[src/hdl/jog_mpg_feed_mixer_assert.svh]
// Assertion macros used by the jog mixer top level.
`ifndef JOG_MPG_FEED_MIXER_ASSERT_SVH
`define JOG_MPG_FEED_MIXER_ASSERT_SVH

// Same-cycle implication, clocked on clk_i, off during reset.
`define JMF_ASSERT_NOW(lbl, ante, cons, msg) \
  lbl: assert property (@(posedge clk_i) disable iff (!rst_ni) (ante) |-> (cons)) \
    else $error(msg);

// Next-cycle implication, clocked on clk_i, off during reset.
`define JMF_ASSERT_NEXT(lbl, ante, cons, msg) \
  lbl: assert property (@(posedge clk_i) disable iff (!rst_ni) (ante) |=> (cons)) \
    else $error(msg);

`endif

[src/hdl/jmf_pkg.sv]
package jmf_pkg;

  localparam int unsigned CFG_IDX_W  = 2;
  localparam int unsigned CFG_DATA_W = 24;

  typedef enum logic [CFG_IDX_W-1:0] {
    CFG_JOY_DEADBAND,
    CFG_JOY_SPEED_SLOW,
    CFG_JOY_SPEED_FAST,
    CFG_COUNTS_PER_UNIT
  } jmf_cfg_e;

  localparam logic [14:0] JOY_DEADBAND_RST    = 15'd1638;
  localparam logic [15:0] JOY_SPEED_SLOW_RST  = 16'd100;
  localparam logic [15:0] JOY_SPEED_FAST_RST  = 16'd5000;
  localparam logic [23:0] COUNTS_PER_UNIT_RST = 24'd10000;

  typedef enum logic [2:0] {
    ST_IDLE,
    ST_PREP,
    ST_MOVE,
    ST_SCALE,
    ST_FEED,
    ST_DELTA,
    ST_ACCUM,
    ST_DONE
  } jmf_state_e;

  typedef struct packed {
    logic capture;
    logic prep;
    logic move;
    logic scale;
    logic feed;
    logic delta;
    logic accum;
    logic load_out;
  } jmf_cmd_t;

  typedef struct packed {
    logic out_full;
  } jmf_status_t;

endpackage

[src/hdl/jmf_ctrl.sv]
module jmf_ctrl (
  input  logic                clk_i,
  input  logic                rst_ni,
  input  logic                in_valid_i,
  output logic                in_stall_o,
  input  jmf_pkg::jmf_status_t status_i,
  output jmf_pkg::jmf_cmd_t    cmd_o
);
  import jmf_pkg::*;

  jmf_state_e state_q, state_d;

  always_ff @(posedge clk_i or negedge rst_ni) begin
    if (!rst_ni) begin
      state_q <= ST_IDLE;
    end else begin
      state_q <= state_d;
    end
  end

  always_comb begin
    state_d = state_q;
    case (state_q)
      ST_IDLE:  if (in_valid_i) state_d = ST_PREP;
      ST_PREP:  state_d = ST_MOVE;
      ST_MOVE:  state_d = ST_SCALE;
      ST_SCALE: state_d = ST_FEED;
      ST_FEED:  state_d = ST_DELTA;
      ST_DELTA: state_d = ST_ACCUM;
      ST_ACCUM: state_d = ST_DONE;
      ST_DONE:  if (!status_i.out_full) state_d = ST_IDLE;
      default:  state_d = ST_IDLE;
    endcase
  end

  always_comb begin
    cmd_o      = '0;
    in_stall_o = 1'b1;
    case (state_q)
      ST_IDLE: begin
        in_stall_o    = 1'b0;
        cmd_o.capture = in_valid_i;
      end
      ST_PREP:  cmd_o.prep  = 1'b1;
      ST_MOVE:  cmd_o.move  = 1'b1;
      ST_SCALE: cmd_o.scale = 1'b1;
      ST_FEED:  cmd_o.feed  = 1'b1;
      ST_DELTA: cmd_o.delta = 1'b1;
      ST_ACCUM: cmd_o.accum = 1'b1;
      ST_DONE:  cmd_o.load_out = !status_i.out_full;
      default:  cmd_o = '0;
    endcase
  end

endmodule

[config.mk]
export PLATFORM = sky130hd
export DESIGN_NAME = jmf_ctrl
export DESIGN_NICKNAME = d
export VERILOG_FILES = /design/src/hdl/jog_mpg_feed_mixer_assert.svh /design/src/hdl/jmf_pkg.sv /design/src/hdl/jmf_ctrl.sv
export SDC_FILE = /design/constraint.sdc
export NUM_CORES = 1
export LEC_CHECK = 0
export ABC_AREA = 1
export BUFFER_PORTS_ARGS = -buffer_cell sky130_fd_sc_hd__buf_2
export CAP_MARGIN = 20
export CORE_AREA = 8 8 45 47
export CTS_CLUSTER_DIAMETER = 30
export DETAILED_ROUTE_END_ITERATION = 12
export DIE_AREA = 0 0 53 55
export SYNTH_ARGS = -nofsm -noshare
export SYNTH_HDL_FRONTEND = slang
export SYNTH_SLANG_ARGS = --single-unit
[constraint.sdc]
create_clock -name clk_i -period 3.2 [get_ports clk_i]
set_clock_uncertainty 0.2 [all_clocks]
set_input_delay 0.32 -clock clk_i [delete_from_list [all_inputs] [get_ports clk_i]]
set_output_delay 0.32 -clock clk_i [all_outputs]
set_load 0.1 [all_outputs]
# ---- Yosys cells after proc, flatten, opt, wreduce, memory -nomap -nowiden
# Cells that the tools add are included.
dict set report totals {
  register_bits 3
  latch_bits 0
  ram_bits 0
  romBits 0
  input_bits 4
  output_inout_bits 9
  wordCells 25
  n_memories 0
}
dict set report classes {
  addsub 0
  mul 0
  n_div 0
  magnitude_cmp 0
  eq_ne 9
  n_shift 0
  muxes 12
  bitwise_logic 0
  reduce_logical 3
}
# cell n
set op_table {}
lappend op_table {{3-bit case mux with 8 select lines} 1}
lappend op_table {{3-bit == test, second input constant} 4}
lappend op_table {{1-bit two-way mux} 9}
lappend op_table {{3-bit by 2-bit == test with 1-bit output, second input constant} 2}
lappend op_table {{3-bit two-way mux} 2}
lappend op_table {{2-bit != test, second input constant} 2}
lappend op_table {{3-bit by 1-bit == test with 1-bit output, second input constant} 1}
lappend op_table {{3-bit logical NOT} 1}
lappend op_table {{2-bit AND reduction} 1}
lappend op_table {{1-bit logical NOT} 1}

# ---- Logic depth before layout (Yosys ltp)
dict set report depth {
  ltp_word 3
  mapped_depth 5
  depth_no_buf 5
}

# ---- Worst setup path before layout
# Ideal clock, no wire load.
dict set report synth_timing {
  path_kind {flip-flop to output port}
  startpoint {register state_q[2]}
  endpoint {output cmd_o[3] in the netlist's numbering}
  t_arrival_ns 2.520
  required_time_ns 2.680
  path_slack_ns 0.160
  path_stages_with_launch 3
  path_buffers 0
  cell_sequence {dfrtp_1 inv_2 nor3_1}
}
# item line
set synth_rtl {}
lappend synth_rtl {{from (decl)} jmf_ctrl.sv:11} ;# jmf_state_e state_q, state_d;
lappend synth_rtl {{from (signal assigned)} jmf_ctrl.sv:17} ;# state_q <= state_d;
lappend synth_rtl {{to (decl)} jmf_ctrl.sv:7} ;# output jmf_pkg::jmf_cmd_t cmd_o

==> parameters.txt <==
Parameter                              Value

Min path
  Hold depth    3
  Sink of the worst hold path    state_q[0]
  Hold crit path type    input port to flop
  Start point of the worst hold path    in_valid_i

Die
  Total I/O pin count    13
  Core region area    0.001384 mm2
  Std cell rows    14
  Die outline area    0.002915 mm2
  Floorplan die width    about 53 um
  Effective utilization at floorplan    0.1456
  Die extent in y    between 50 and 60 um

GRT
  Number of antenna violations at the first check in global routing    0
  Wire length of the first global-routing pass    ~950 um
  Vias in the first global route    approximately 240
  Remaining Overflow, GRT    0
  Global-route usage over all layers    0.04754
  Largest net degree at the start of global routing    8

Final layout
  Flip-flop count of the largest register, all copies and words added    3
  Area added between synthesis and finish    57.76%
  Largest Register    state_q
  Top Registers    state_q x3
  Post-route non-filler standard cell count    between 60 and 70
  Share of layout cells above drive strength 1    0.4043
  Final layout net count    52
  # diodes    0
  Core occupancy in the finished layout    0.2297

Logic synthesis
  Synth warnings    0
  Post-synth top area cell    dfrtp_1
  Yosys top cell area share    0.3727
  Multiplexer area fraction after synthesis    0
  Leading cell types by total area after synthesis    dfrtp_1 (37%), inv_1 (11%), nand3_1 (9.9%), nor2_1 (9.3%), nand2_1 (7.5%)
  Sequential area share after synthesis    0.3727
  Synthesized area    slightly above 200 um2
  Compound-cell area share of the yosys netlist    0.05590
  Post-synthesis xor/xnor area fraction    0
  Adder and majority gate portion of the synthesized area    0
  Syn avg cell area    between 6 and 7 um2
  Gate count of the mapped netlist    30
  Syn nets    34
  Synthesis-stage register bit count    3
  Main combinational cell family by area after synthesis    simple AND/OR/NAND/NOR gates
  Distinct cell type count after synthesis    12
  Simple-gate share of the synthesized area    0.4224

Critical path
  Crit path largest cell delay    0.46 ns
  Crit path arrival time    around 1.4 ns
  Critical Path, Cell by Cell    nand2_1 -> nor3_2 -> buf_2
  Setup crit start kind    flop
  Required time of the worst setup path    ~2.7 ns
  Worst-case register-to-register setup slack    around 2.0 ns
  Critical Path Fanout Max    7
  Path type of the worst setup path    flop to output pin
  Origin of the critical flop-to-flop path    state_q[2]
  Endpoint of the worst-slack reg-to-reg timing path    state_q[1]
  Crit path buf inv count    1
  Top delay family on crit path    flip-flops
  Cell depth of the worst flop-to-flop path    5
  Highest-delay cell along the critical path    dfrtp_1
  Critical path endpoint category    output pin

Clocking
  Clock tree from TritonCTS    built
  Number of sinks on the clock net    3
  CTS H-Tree Depth    1
  Longest Clk Path Bufs    2
  CTS buffer count    3
  Number of hold-repair buffers added at the cts stage    1
  Buffer count from post-CTS setup fixing    0
  Clk_lat worst skew    approximately 0.23 ns
  Library cell used as clock root buffer    clkbuf_4
  Clock-pin transition on the worst setup and hold timing paths    0.04 ns
  CTS resizes    0

STA
  Max_slew headroom    0.6732
  Post-route fraction of the period consumed by the critical path    0.6084
  Pin slew with the least headroom to its limit    between 0.4 and 0.5 ns
  Min Tclk post-route    1.947 ns
  Final number of setup-violating endpoints    0
  Setup repair after global routing missed its margin    false
  Upper clock frequency limit    approximately 510 MHz
  TNS Setup    0 ns
  Number of hold violations in the final report    0
  Fin. max-slew vios    0

Detailed routing
  DR pass1 iterations    2
  Post-detailed-route count of antenna-violating nets    0
  Drt drc    0
  Total Routed Length    596 um
  Vias per inst    between 3 and 4
  Vias after detailed routing    240
  Wire length per cell after detailed routing    9.460 um
  Starting DRC count in detailed routing    9

Run
  Number of max-cap violations    0

Placement
  Cells after DPL    58
  Half-perimeter wire length after detailed placement    approximately 500 um
  Port Buffer Count    12
  Gp weighted congestion    about 0.77

Status
  Outcome    complete, no violations
[routing by layer]
layer  vias up  track usage  part of all wire
li1        132            -                 -
met4         0      0.05172                 0
met5         -            0                 0
met1       100      0.04711              0.44
met3         0      0.02674              0.11
met2         8      0.06641              0.44
[worst max path at each step]
stage	depth (start not counted)	endpoint	slack (ns)	from
2_1_floorplan	2	cmd_o[3]	0.16	state_q[2]
3_3_place_gp	3	cmd_o[0]	1.52	state_q[1]
3_5_place_dp	3	cmd_o[0]	1.49	state_q[1]
4_1_cts	3	cmd_o[0]	1.24	state_q[1]
5_1_grt	3	cmd_o[0]	1.16	state_q[1]
6_report	3	cmd_o[0]	1.25	state_q[1]
[synth_stat cells]
library cell	number
inv_1	6
nor2_1	5
nand2_1	4
nand3_1	4
dfrtp_1	3
inv_2	2
a21oi_1	1
a31oi_1	1
nand3_2	1
nand4_1	1
nor3_1	1
nor3_2	1
[per-stage QoR]
step / instance area [um2] / worst slack, ns / hold WS [ns]
detailed placement: 281.5 / 1.492 / -0.08180
CTS: 317.8 / 1.237 / 0.1693
finish: 317.8 / 1.253 / 0.1795
floorplan: 201.4 / 0.1601 / -0.1756
global route: 317.8 / 1.157 / 0.1929
global placement: 281.5 / 1.523 / -0.08288
[cell families (layout without fill, tap and decap cells)]
kind of cell,count (synthesis),in the layout
DFF,3,3
AOI/OAI and AO/OA,2,2
and+or+nand+nor,17,17
buffers and inverters,8,25
[cell type report]
class | instances | area, um2
clock buffer | 4 | 26.28
fill | 159 | 1066
inverter | 8 | 30.03
multi-input combinational | 19 | 96.34
sequential | 3 | 75.07
tap | 16 | 20.02
timing repair buffer | 13 | 70.07
[cell usage in the layout (no fill, tap or decap), drive strengths merged]
cell	instances
nand2	4
nor3	2
dlygate4sd3	1
nand4	1
dfrtp	3
buf	12
a21oi	1
clkbuf	4
nor2	5
a31oi	1
inv	8
nand3	5
[worst min-delay path, delay by kind of cell]
kind	cells	cell delay, ns
buffers and inverters	1	0.09
AND/OR/NAND/NOR	2	0.15
Power is not shown: default switching activity piles up to over one toggle a cycle in this logic, so the estimate is an artifact.
